## src/rtl/core/fpm_pkg.sv

```systemverilog
// Shared types and constants of the frame pacing monitor.
package fpm_pkg;

  // Event codes carried on the input tuser
  typedef enum logic [2:0] {
    CMD_RECEIVED = 3'd0,
    CMD_RENDERED = 3'd1,
    CMD_SWAPPED  = 3'd2,
    CMD_CANCEL   = 3'd3,
    CMD_CLEAR    = 3'd4
  } fpm_cmd_t;

  // Sequencer states
  typedef enum logic [2:0] {
    ST_IDLE,
    ST_EXEC,
    ST_ACC,
    ST_MUL,
    ST_DIV_AVG,
    ST_DIV_FPS,
    ST_DONE
  } fpm_state_t;

  // Event counter slots
  localparam int          CNT_NUM       = 5;
  localparam logic [2:0]  CNT_RECEIVED  = 3'd0;
  localparam logic [2:0]  CNT_COALESCED = 3'd1;
  localparam logic [2:0]  CNT_RENDERED  = 3'd2;
  localparam logic [2:0]  CNT_DUPLICATE = 3'd3;
  localparam logic [2:0]  CNT_SWAPPED   = 3'd4;

  // Field widths
  localparam int GEN_W     = 48;
  localparam int OUT_CNT_W = 32;
  localparam int SUM_W     = 64;
  localparam int IVC_W     = 32;
  localparam int FPS_W     = 28;
  localparam int PROD_W    = IVC_W + FPS_W;
  localparam int IN_DATA_W  = 96;
  localparam int OUT_DATA_W = 288;

  // Frames per second scale: one million microseconds in Q.8
  localparam logic [FPS_W-1:0] FPS_SCALE = 28'd256000000;

  // Divider step counts and counter width
  localparam int AVG_STEPS = 64;
  localparam int FPS_STEPS = FPS_W;
  localparam int ITER_W    = 7;

endpackage

```

## src/rtl/core/frame_pacing_monitor.sv

```systemverilog
// Top level of the frame pacing monitor: event decode, statistics and shared divider.
//
// Each input transaction carries one frame event (received, rendered, swapped, cancel
// pending or clear) and produces exactly one output transaction holding a snapshot
// of all statistics after that event. The event is captured, then applied; non-swap
// events and repeated or zero-generation swaps then go to the snapshot. A new swap
// measures its interval when applied, then accumulates it and goes to the snapshot
// if no interval has been accumulated yet. A new swap once intervals exist
// recomputes the average interval and frames per second: a 32x28 multiply forms the
// frames-per-second dividend, then one shared restoring divider, producing one
// quotient bit per cycle, runs 64 steps for the average and 28 steps for the rate.
// The snapshot is loaded once the output register is free. The input is not ready
// while an event is in progress; a finished snapshot sits in an output register so
// the next event can be accepted while it waits.
module frame_pacing_monitor
  import fpm_pkg::*;
#(
  parameter int COUNT_WIDTH = 32,
  parameter int TIME_WIDTH  = 48
) (
  input  logic                  clk,
  input  logic                  rst_n,
  input  logic                  in_tvalid,
  output logic                  in_tready,
  // [47:0] generation, [95:48] timestamp_us
  input  logic [IN_DATA_W-1:0]  in_tdata,
  // [2:0] command
  input  logic [2:0]            in_tuser,
  output logic                  out_tvalid,
  input  logic                  out_tready,
  // [31:0] received_frames, [63:32] coalesced_frames, [95:64] rendered_frames,
  // [127:96] duplicate_renders, [159:128] swapped_frames, [160] pending_now,
  // [161] max_pending, [209:162] max_swap_interval_us,
  // [257:210] avg_swap_interval_us, [285:258] fps_q8, [287:286] zero
  output logic [OUT_DATA_W-1:0] out_tdata
);

  localparam int TW     = (TIME_WIDTH < GEN_W) ? TIME_WIDTH : GEN_W;
  localparam int CW_EXT = (COUNT_WIDTH > OUT_CNT_W) ? COUNT_WIDTH : OUT_CNT_W;

  fpm_state_t state_r, state_nxt;

  // Latched event
  logic [2:0]       cmd_r,  cmd_nxt;
  logic [GEN_W-1:0] gen_r,  gen_nxt;
  logic [TW-1:0]    time_r, time_nxt;

  // Statistics state
  logic [GEN_W-1:0]       latest_r,  latest_nxt;
  logic [GEN_W-1:0]       pgen_r,    pgen_nxt;
  logic [GEN_W-1:0]       rgen_r,    rgen_nxt;
  logic [GEN_W-1:0]       sgen_r,    sgen_nxt;
  logic [TW-1:0]          stime_r,   stime_nxt;
  logic [SUM_W-1:0]       sum_r,     sum_nxt;
  logic [IVC_W-1:0]       ivc_r,     ivc_nxt;
  logic [COUNT_WIDTH-1:0] cnt_r [CNT_NUM];
  logic [COUNT_WIDTH-1:0] cnt_nxt [CNT_NUM];
  logic                   pnow_r,    pnow_nxt;
  logic                   pmax_r,    pmax_nxt;
  logic [TW-1:0]          maxiv_r,   maxiv_nxt;
  logic [GEN_W-1:0]       avg_r,     avg_nxt;
  logic [FPS_W-1:0]       fps_r,     fps_nxt;

  // Swap interval working registers
  logic [TW-1:0]     iv_r,    iv_nxt;
  logic              ivok_r,  ivok_nxt;
  logic [PROD_W-1:0] prod_r,  prod_nxt;

  // Shared divider registers
  logic [SUM_W-1:0]  rem_r,  rem_nxt;
  logic [SUM_W-1:0]  quo_r,  quo_nxt;
  logic [SUM_W-1:0]  dsr_r,  dsr_nxt;
  logic [ITER_W-1:0] iter_r, iter_nxt;

  // Output register
  logic                  oval_r,  oval_nxt;
  logic [OUT_DATA_W-1:0] odata_r, odata_nxt;

  // Control decode
  logic swap_new;
  logic no_ratio;
  logic div_last;
  logic out_load;

  // Datapath helpers
  logic [SUM_W:0]     trial;
  logic               trial_ge;
  logic [SUM_W:0]     trial_diff;
  logic [SUM_W-1:0]   rem_step;
  logic [SUM_W-1:0]   quo_step;
  logic [SUM_W:0]     sum_ext;
  logic [CW_EXT-1:0]  cnt_ext [CNT_NUM];

  function automatic logic [COUNT_WIDTH-1:0] sat_inc(input logic [COUNT_WIDTH-1:0] v);
    return (v == '1) ? v : v + 1'b1;
  endfunction

  // Decode of the current event and sequencer conditions
  assign swap_new = (gen_r != '0) && (gen_r != sgen_r);
  assign no_ratio = (ivc_r == '0) || (sum_r == '0);
  assign div_last = (state_r == ST_DIV_AVG) ? (iter_r == ITER_W'(AVG_STEPS - 1))
                                            : (iter_r == ITER_W'(FPS_STEPS - 1));

  // Restoring divider step: one quotient bit per cycle
  assign trial      = {rem_r, quo_r[SUM_W-1]};
  assign trial_ge   = (trial >= {1'b0, dsr_r});
  assign trial_diff = trial - {1'b0, dsr_r};
  assign rem_step   = trial_ge ? trial_diff[SUM_W-1:0] : trial[SUM_W-1:0];
  assign quo_step   = {quo_r[SUM_W-2:0], trial_ge};

  // Interval accumulation with carry for the overflow guard
  assign sum_ext = {1'b0, sum_r} + (SUM_W + 1)'(iv_r);

  // Counters widened before taking the low 32 bits
  always_comb begin
    for (int i = 0; i < CNT_NUM; i++) begin
      cnt_ext[i] = CW_EXT'(cnt_r[i]);
    end
  end

  // Next state
  always_comb begin
    state_nxt = state_r;
    case (state_r)
      ST_IDLE: begin
        if (in_tvalid) state_nxt = ST_EXEC;
      end
      ST_EXEC: begin
        if (cmd_r == CMD_SWAPPED && swap_new) state_nxt = ST_ACC;
        else state_nxt = ST_DONE;
      end
      ST_ACC: state_nxt = ST_MUL;
      ST_MUL: begin
        if (no_ratio) state_nxt = ST_DONE;
        else state_nxt = ST_DIV_AVG;
      end
      ST_DIV_AVG: begin
        if (div_last) state_nxt = ST_DIV_FPS;
      end
      ST_DIV_FPS: begin
        if (div_last) state_nxt = ST_DONE;
      end
      ST_DONE: begin
        if (!oval_r || out_tready) state_nxt = ST_IDLE;
      end
      default: state_nxt = ST_IDLE;
    endcase
  end

  // Handshake outputs
  always_comb begin
    in_tready = 1'b0;
    out_load  = 1'b0;
    case (state_r)
      ST_IDLE: in_tready = 1'b1;
      ST_DONE: out_load  = !oval_r || out_tready;
      default: begin
        in_tready = 1'b0;
        out_load  = 1'b0;
      end
    endcase
  end

  assign out_tvalid = oval_r;
  assign out_tdata  = odata_r;

  // Statistics and divider datapath
  always_comb begin
    cmd_nxt   = cmd_r;
    gen_nxt   = gen_r;
    time_nxt  = time_r;
    latest_nxt = latest_r;
    pgen_nxt  = pgen_r;
    rgen_nxt  = rgen_r;
    sgen_nxt  = sgen_r;
    stime_nxt = stime_r;
    sum_nxt   = sum_r;
    ivc_nxt   = ivc_r;
    for (int i = 0; i < CNT_NUM; i++) cnt_nxt[i] = cnt_r[i];
    pnow_nxt  = pnow_r;
    pmax_nxt  = pmax_r;
    maxiv_nxt = maxiv_r;
    avg_nxt   = avg_r;
    fps_nxt   = fps_r;
    iv_nxt    = iv_r;
    ivok_nxt  = ivok_r;
    prod_nxt  = prod_r;
    rem_nxt   = rem_r;
    quo_nxt   = quo_r;
    dsr_nxt   = dsr_r;
    iter_nxt  = iter_r;
    odata_nxt = odata_r;
    oval_nxt  = out_tready ? 1'b0 : oval_r;

    case (state_r)
      // Capture the event
      ST_IDLE: begin
        cmd_nxt  = in_tuser;
        gen_nxt  = in_tdata[GEN_W-1:0];
        time_nxt = in_tdata[GEN_W +: TW];
      end

      // Apply the event to the generation and pending state
      ST_EXEC: begin
        ivok_nxt = 1'b0;
        case (cmd_r)
          CMD_RECEIVED: begin
            if (gen_r != '0 && gen_r != latest_r) begin
              if (pgen_r != '0) cnt_nxt[CNT_COALESCED] = sat_inc(cnt_r[CNT_COALESCED]);
              latest_nxt = gen_r;
              pgen_nxt   = gen_r;
              cnt_nxt[CNT_RECEIVED] = sat_inc(cnt_r[CNT_RECEIVED]);
              pnow_nxt   = 1'b1;
              pmax_nxt   = 1'b1;
            end
          end
          CMD_RENDERED: begin
            if (gen_r != '0) begin
              if (gen_r == rgen_r) begin
                cnt_nxt[CNT_DUPLICATE] = sat_inc(cnt_r[CNT_DUPLICATE]);
              end else begin
                rgen_nxt = gen_r;
                cnt_nxt[CNT_RENDERED] = sat_inc(cnt_r[CNT_RENDERED]);
                if (pgen_r != '0 && gen_r >= pgen_r) begin
                  pgen_nxt = '0;
                  pnow_nxt = 1'b0;
                end
              end
            end
          end
          CMD_SWAPPED: begin
            if (swap_new) begin
              sgen_nxt = gen_r;
              cnt_nxt[CNT_SWAPPED] = sat_inc(cnt_r[CNT_SWAPPED]);
              // Interval only when a previous time exists and time moved on
              if (stime_r != '0 && time_r > stime_r) begin
                iv_nxt   = time_r - stime_r;
                ivok_nxt = 1'b1;
              end
              stime_nxt = time_r;
            end
          end
          CMD_CANCEL: begin
            pgen_nxt = '0;
            pnow_nxt = 1'b0;
          end
          CMD_CLEAR: begin
            latest_nxt = '0;
            pgen_nxt   = '0;
            rgen_nxt   = '0;
            sgen_nxt   = '0;
            stime_nxt  = '0;
            sum_nxt    = '0;
            ivc_nxt    = '0;
            for (int i = 0; i < CNT_NUM; i++) cnt_nxt[i] = '0;
            pnow_nxt   = 1'b0;
            pmax_nxt   = 1'b0;
            maxiv_nxt  = '0;
            avg_nxt    = '0;
            fps_nxt    = '0;
          end
          default: begin
            ivok_nxt = 1'b0;
          end
        endcase
      end

      // Guarded accumulation and maximum
      ST_ACC: begin
        if (ivok_r) begin
          if (!sum_ext[SUM_W] && ivc_r != '1) begin
            sum_nxt = sum_ext[SUM_W-1:0];
            ivc_nxt = ivc_r + 1'b1;
          end
          if (iv_r > maxiv_r) maxiv_nxt = iv_r;
        end
      end

      // Rate dividend and start of the average division
      ST_MUL: begin
        prod_nxt = ivc_r * FPS_SCALE;
        rem_nxt  = '0;
        quo_nxt  = sum_r;
        dsr_nxt  = SUM_W'(ivc_r);
        iter_nxt = '0;
      end

      // Average interval, then load the rate division
      ST_DIV_AVG: begin
        rem_nxt  = rem_step;
        quo_nxt  = quo_step;
        iter_nxt = iter_r + 1'b1;
        if (div_last) begin
          avg_nxt  = quo_step[GEN_W-1:0];
          // Rate quotient stays below 2^28, so the upper dividend bits start as remainder
          rem_nxt  = SUM_W'(prod_r[PROD_W-1:FPS_W]);
          quo_nxt  = {prod_r[FPS_W-1:0], (SUM_W - FPS_W)'(0)};
          dsr_nxt  = sum_r;
          iter_nxt = '0;
        end
      end

      // Frames per second
      ST_DIV_FPS: begin
        rem_nxt  = rem_step;
        quo_nxt  = quo_step;
        iter_nxt = iter_r + 1'b1;
        if (div_last) fps_nxt = quo_step[FPS_W-1:0];
      end

      // Snapshot into the output register
      ST_DONE: begin
        if (out_load) begin
          oval_nxt  = 1'b1;
          odata_nxt = {2'b00, fps_r, avg_r, GEN_W'(maxiv_r), pmax_r, pnow_r,
                       cnt_ext[CNT_SWAPPED][OUT_CNT_W-1:0],
                       cnt_ext[CNT_DUPLICATE][OUT_CNT_W-1:0],
                       cnt_ext[CNT_RENDERED][OUT_CNT_W-1:0],
                       cnt_ext[CNT_COALESCED][OUT_CNT_W-1:0],
                       cnt_ext[CNT_RECEIVED][OUT_CNT_W-1:0]};
        end
      end

      default: begin
        iter_nxt = '0;
      end
    endcase
  end

  // Control and statistics registers
  always_ff @(posedge clk) begin
    if (!rst_n) begin
      state_r  <= ST_IDLE;
      oval_r   <= 1'b0;
      latest_r <= '0;
      pgen_r   <= '0;
      rgen_r   <= '0;
      sgen_r   <= '0;
      stime_r  <= '0;
      sum_r    <= '0;
      ivc_r    <= '0;
      for (int i = 0; i < CNT_NUM; i++) cnt_r[i] <= '0;
      pnow_r   <= 1'b0;
      pmax_r   <= 1'b0;
      maxiv_r  <= '0;
      avg_r    <= '0;
      fps_r    <= '0;
      ivok_r   <= 1'b0;
      iter_r   <= '0;
    end else begin
      state_r  <= state_nxt;
      oval_r   <= oval_nxt;
      latest_r <= latest_nxt;
      pgen_r   <= pgen_nxt;
      rgen_r   <= rgen_nxt;
      sgen_r   <= sgen_nxt;
      stime_r  <= stime_nxt;
      sum_r    <= sum_nxt;
      ivc_r    <= ivc_nxt;
      for (int i = 0; i < CNT_NUM; i++) cnt_r[i] <= cnt_nxt[i];
      pnow_r   <= pnow_nxt;
      pmax_r   <= pmax_nxt;
      maxiv_r  <= maxiv_nxt;
      avg_r    <= avg_nxt;
      fps_r    <= fps_nxt;
      ivok_r   <= ivok_nxt;
      iter_r   <= iter_nxt;
    end
  end

  // Payload registers
  always_ff @(posedge clk) begin
    cmd_r   <= cmd_nxt;
    gen_r   <= gen_nxt;
    time_r  <= time_nxt;
    iv_r    <= iv_nxt;
    prod_r  <= prod_nxt;
    rem_r   <= rem_nxt;
    quo_r   <= quo_nxt;
    dsr_r   <= dsr_nxt;
    odata_r <= odata_nxt;
  end

endmodule
```

## config.mk

```make
export PLATFORM = sky130hd
export DESIGN_NAME = frame_pacing_monitor
export DESIGN_NICKNAME = d
export VERILOG_FILES = /design/src/rtl/core/fpm_pkg.sv /design/src/rtl/core/frame_pacing_monitor.sv
export SDC_FILE = /design/constraint.sdc
export NUM_CORES = 2
export LEC_CHECK = 0
export BUFFER_PORTS_ARGS = -buffer_cell sky130_fd_sc_hd__buf_2
export CORE_ASPECT_RATIO = 1.75
export CORE_MARGIN = 1.5
export CORE_UTILIZATION = 31
export CTS_BUF_LIST = sky130_fd_sc_hd__clkbuf_16
export CTS_CLUSTER_DIAMETER = 200
export DETAILED_ROUTE_END_ITERATION = 16
export GPL_TIMING_DRIVEN = 0
export PLACE_DENSITY = 0.57
export SLEW_MARGIN = 20
export SYNTH_ARGS = -nofsm -noshare
export SYNTH_HDL_FRONTEND = slang
export SYNTH_SLANG_ARGS = --single-unit
```

## constraint.sdc

```tcl
create_clock -name clk -period 20.4 [get_ports clk]
set_input_delay 0 -clock clk [delete_from_list [all_inputs] [get_ports clk]]
set_output_delay 0 -clock clk [all_outputs]
set_load 0.1 [all_outputs]
```

==> results.py <==
metrics = {
    "timing": {
        "tightest_slew_ns": 1.28,
        "clock.fmax_mhz": 128,
        "finalCritPeriodShare_pct": 38.3,
        "finalHoldViolations": 0,
        "worst_clock_skew_ns": 0.0833,
        "whs_ns": 0.211,
        "setup_viol": 0,
        "slew_headroom_pct": 13.8,
        "rsz0062_at_grt": "false",
        "fin_crit_ns": 7.82,
        "report.final.slew_viol_count": 0,
    },
    "run_status": {
        "status": "finished clean",
    },
    "logic_synthesis": {
        "ys_async_sr_fraction_pct": 0,
        "mappedNetlistArea_um2": 69100,
        "synth.distinct_cells": 99,
        "synthCells": 6981,
        "yosys.area_share.xor_xnor_pct": 5.87,
        "synth_mux_area_share_pct": 0.507,
        "synth_adder_area_share_pct": 12.4,
        "synth_ff_type": "edfxtp_1",
        "synth.avg_cell_area_um2": 9.89,
        "synth_compound_area_share_pct": 13.2,
        "synth-seq-cells": 1305,
        "yosysSeqAreaShare_pct": 47.6,
        "yosys-top-cells-area": "edfxtp_1 (29%), dfxtp_1 (18%), ha_1 (8.4%), a21oi_1 (4.6%), xnor2_1 (4.3%)",
        "synth_edf_count": 671,
        "yosys_warnings": 0,
        "synth_top_family_by_area": "simple AND/OR/NAND/NOR gates",
        "synth_top_area_share_pct": 29.2,
        "synth-simple-area-share_pct": 15.5,
        "yosys.area.top_type": "edfxtp_1",
    },
    "clock_tree": {
        "worstSkewPairLatency_ns": 0.87,
        "numCtsBuffers": 142,
        "clkTransAtPathRegs_ns": 0.07,
        "cts_sinks": 1305,
        "post-cts-setup-buffer-count": 0,
        "htree_num_levels": 4,
        "hold_buffers": 201,
        "cts_buffer_depth": 4,
        "root_buffer": "clkbuf_16",
        "cts-resized-gates": 0,
        "cts_tree": "built",
    },
    "global_route": {
        "grt_pass1_vias": 56308,
        "grt_max_degree": 32,
        "antenna_found_initial": 16,
        "grt_usage_pct": 22.0,
        "grt_pass1_wl_um": 368000,
        "grt_remaining_overflow": 0,
    },
    "placed_design": {
        "io_buffers": 390,
        "gp_congestion": 0.980,
        "postPlaceCellArea_um2": 75500,
        "dpl.hpwl_um": 203000,
        "dp_cells": 10303,
    },
    "worst_setup_path": {
        "path_class": "register to register",
        "r2r_start": "ivc_r[2]",
        "crit_required_ns": 20.91,
        "arrival_ns": 8.33,
        "critPathCaptureType": "register",
        "crit_start": "ivc_r[2]",
        "crit_fanout": 8,
        "start_kind": "register",
    },
    "flow_run": {
        "max_cap_viol_count": 0,
    },
    "routing": {
        "drtPass1Iterations": 6,
        "routed_wl_um": 255000,
        "first_iter_violations": 4010,
        "num_vias": 56035,
        "wl_per_cell_um": 23.7,
        "drtAntennaViolNets": 0,
        "drc_errors": 0,
        "vias_per_cell": 5.21,
    },
    "floorplan": {
        "die_h_um": 627,
        "start_util_pct": 31.1,
        "fp-row-count": 229,
        "dieArea_um2": 226000,
        "core_um2": 222000,
        "die_w_um": 360,
        "top_level_ports": 393,
    },
    "layout": {
        "drive_above_1_share_pct": 10.4,
        "area_delta_synth_final_pct": 19.0,
        "final_nets": 8463,
        "design_area_um2": 82200,
        "utilization_pct": 37.1,
        "finalNonFillerCells": 10760,
        "fillers": 22195,
    },
    "pwr": {
        "p_int_uw": 4740,
        "powerDensity_nw_per_um2": 80.8,
        "p_total_uw": 6640,
        "irDropWorstVdd_mv": 0.0673,
        "pwr-share-seq_pct": 44.4,
        "power_frac_comb_pct": 15.3,
        "clockPowerShare_pct": 40.3,
        "switching_share_pct": 28.6,
        "power_switching_uw": 1900,
        "leakage_uw": 0.0326,
    },
    "min_path": {
        "hp-class": "primary input to register",
        "worstHoldStart": "in_tvalid",
    },
}
layout make-up:
cell class | instances | area (um2) | share of cell area, %
Timing Repair Buffer | 635 | 4750 | 5.78
Clock buffer | 146 | 3650 | 4.45
Inverter | 511 | 1920 | 2.33
Multi-Input combinational cell | 4801 | 32900 | 40.0
Clock inverter | 105 | 1000 | 1.22
Antenna cell | 5 | 12.5 | 0.0152
Tap cell | 2887 | 3610 | 4.39
Buffer | 365 | 1490 | 1.81
Sequential cell | 1305 | 32800 | 40.0
cell families (layout without fill, tap and decap cells):
family,Yosys count,in the layout
multiplexers,35,35
AND/OR/NAND/NOR,2250,2250
flip-flops,1305,1305
XOR/XNOR,463,463
buffers and inverters,876,1762
adder cells (fa/ha/maj),599,599
AO/OA/AOI/OAI,1452,1452
other,1,7
routing by layer:
metal	track usage (%)	wire length, um
met2	40.1	130000
met1	23.4	92800
met4	14.7	19000
met5	0	57
met3	3.14	13400
critical path, stage by stage (launching register included):
cell       delay [ns]
dfxtp_1          0.58
inv_1            0.27
fa_1             0.56
inv_1            0.06
fa_1             0.50
fa_1             0.57
fa_1             0.42
ha_1             0.29
inv_1            0.05
fa_1             0.49
inv_1            0.04
ha_1             0.38
a222oi_1         0.34
nand2_1          0.16
a2111oi_1        0.83
nor3_1           0.32
o2111ai_1        0.59
a21oi_1          0.22
o2111ai_1        0.28
nand3b_1         0.18
mux2i_1          0.20
o2111ai_1        0.15
Yosys cell counts (26+ instances only):
cell / instances
and4_1: 27
a21o_1: 171
o21bai_1: 29
ha_1: 461
edfxtp_1: 671
or3_1: 57
or2_2: 56
xor2_1: 127
nand2_1: 670
and3_1: 53
nor2_1: 527
buf_2: 75
nor3_1: 116
o21a_1: 36
a31oi_1: 26
nand4_1: 164
clkbuf_1: 261
and2_1: 48
fa_1: 138
a22o_1: 77
nor4_1: 77
o21ai_0: 230
nand3_1: 326
a21oi_1: 628
inv_1: 510
nor2b_1: 37
xnor2_1: 336
dfxtp_1: 634
mux2i_1: 35
power by group through the flow:
stage / Sequential [uW] / Clock, uW / Combinational (uW)
2_1_floorplan: 3040 / 0 / 581
3_3_place_gp: 3050 / 0 / 937
3_5_place_dp: 3000 / 0 / 977
4_1_cts: 2950 / 2740 / 1010
5_1_grt: 2950 / 2820 / 1090
6_report: 2950 / 2680 / 1020
through the flow:
| step | setup WS, ns | setup TNS [ns] |
|---|---|---|
| 2_1_floorplan | 6.00 | 0 |
| 3_3_place_gp | -1.97 | -545.08 |
| 3_5_place_dp | 12.60 | 0 |
| 4_1_cts | 12.53 | 0 |
| 5_1_grt | 12.29 | 0 |
| 6_report | 12.58 | 0 |
cells in the final DEF, fill, tap and decap left out, types with 29 or more instances in the layout:
cell,n
nor2_1,525
buf_2,466
a22o_1,77
nor4_1,75
nand2_1,670
nor2b_1,36
and3_1,53
edfxtp_1,671
nand4_1,164
nor3_1,113
fa_1,138
a21o_1,171
clkbuf_1,256
mux2i_1,35
dfxtp_1,634
xnor2_1,336
or2_2,56
ha_1,461
xor2_1,127
o21bai_1,29
and2_1,48
o21ai_0,228
dlygate4sd3_1,201
clkbuf_16,146
nand3_1,326
or3_1,57
inv_1,538
o21a_1,36
a21oi_1,628
registers in the layout, indices dropped and copies added, names as in the netlist, 64 cells and up:
name       flops
out_tdata    286
cnt_r        160
dsr_r         64
quo_r         64
rem_r         64
sum_r         64
path summary, 6_finish.rpt:
path | end | slack [ns] | depth (start not counted)
hold reg to reg | out_tdata[234] | 0.43 | 0
setup reg to reg | prod_r[57] | 12.58 | 21
hold / removal | state_r[0] | 0.21 | 6
setup / recovery | prod_r[57] | 12.58 | 21
Power figures use the tool's default switching activity.
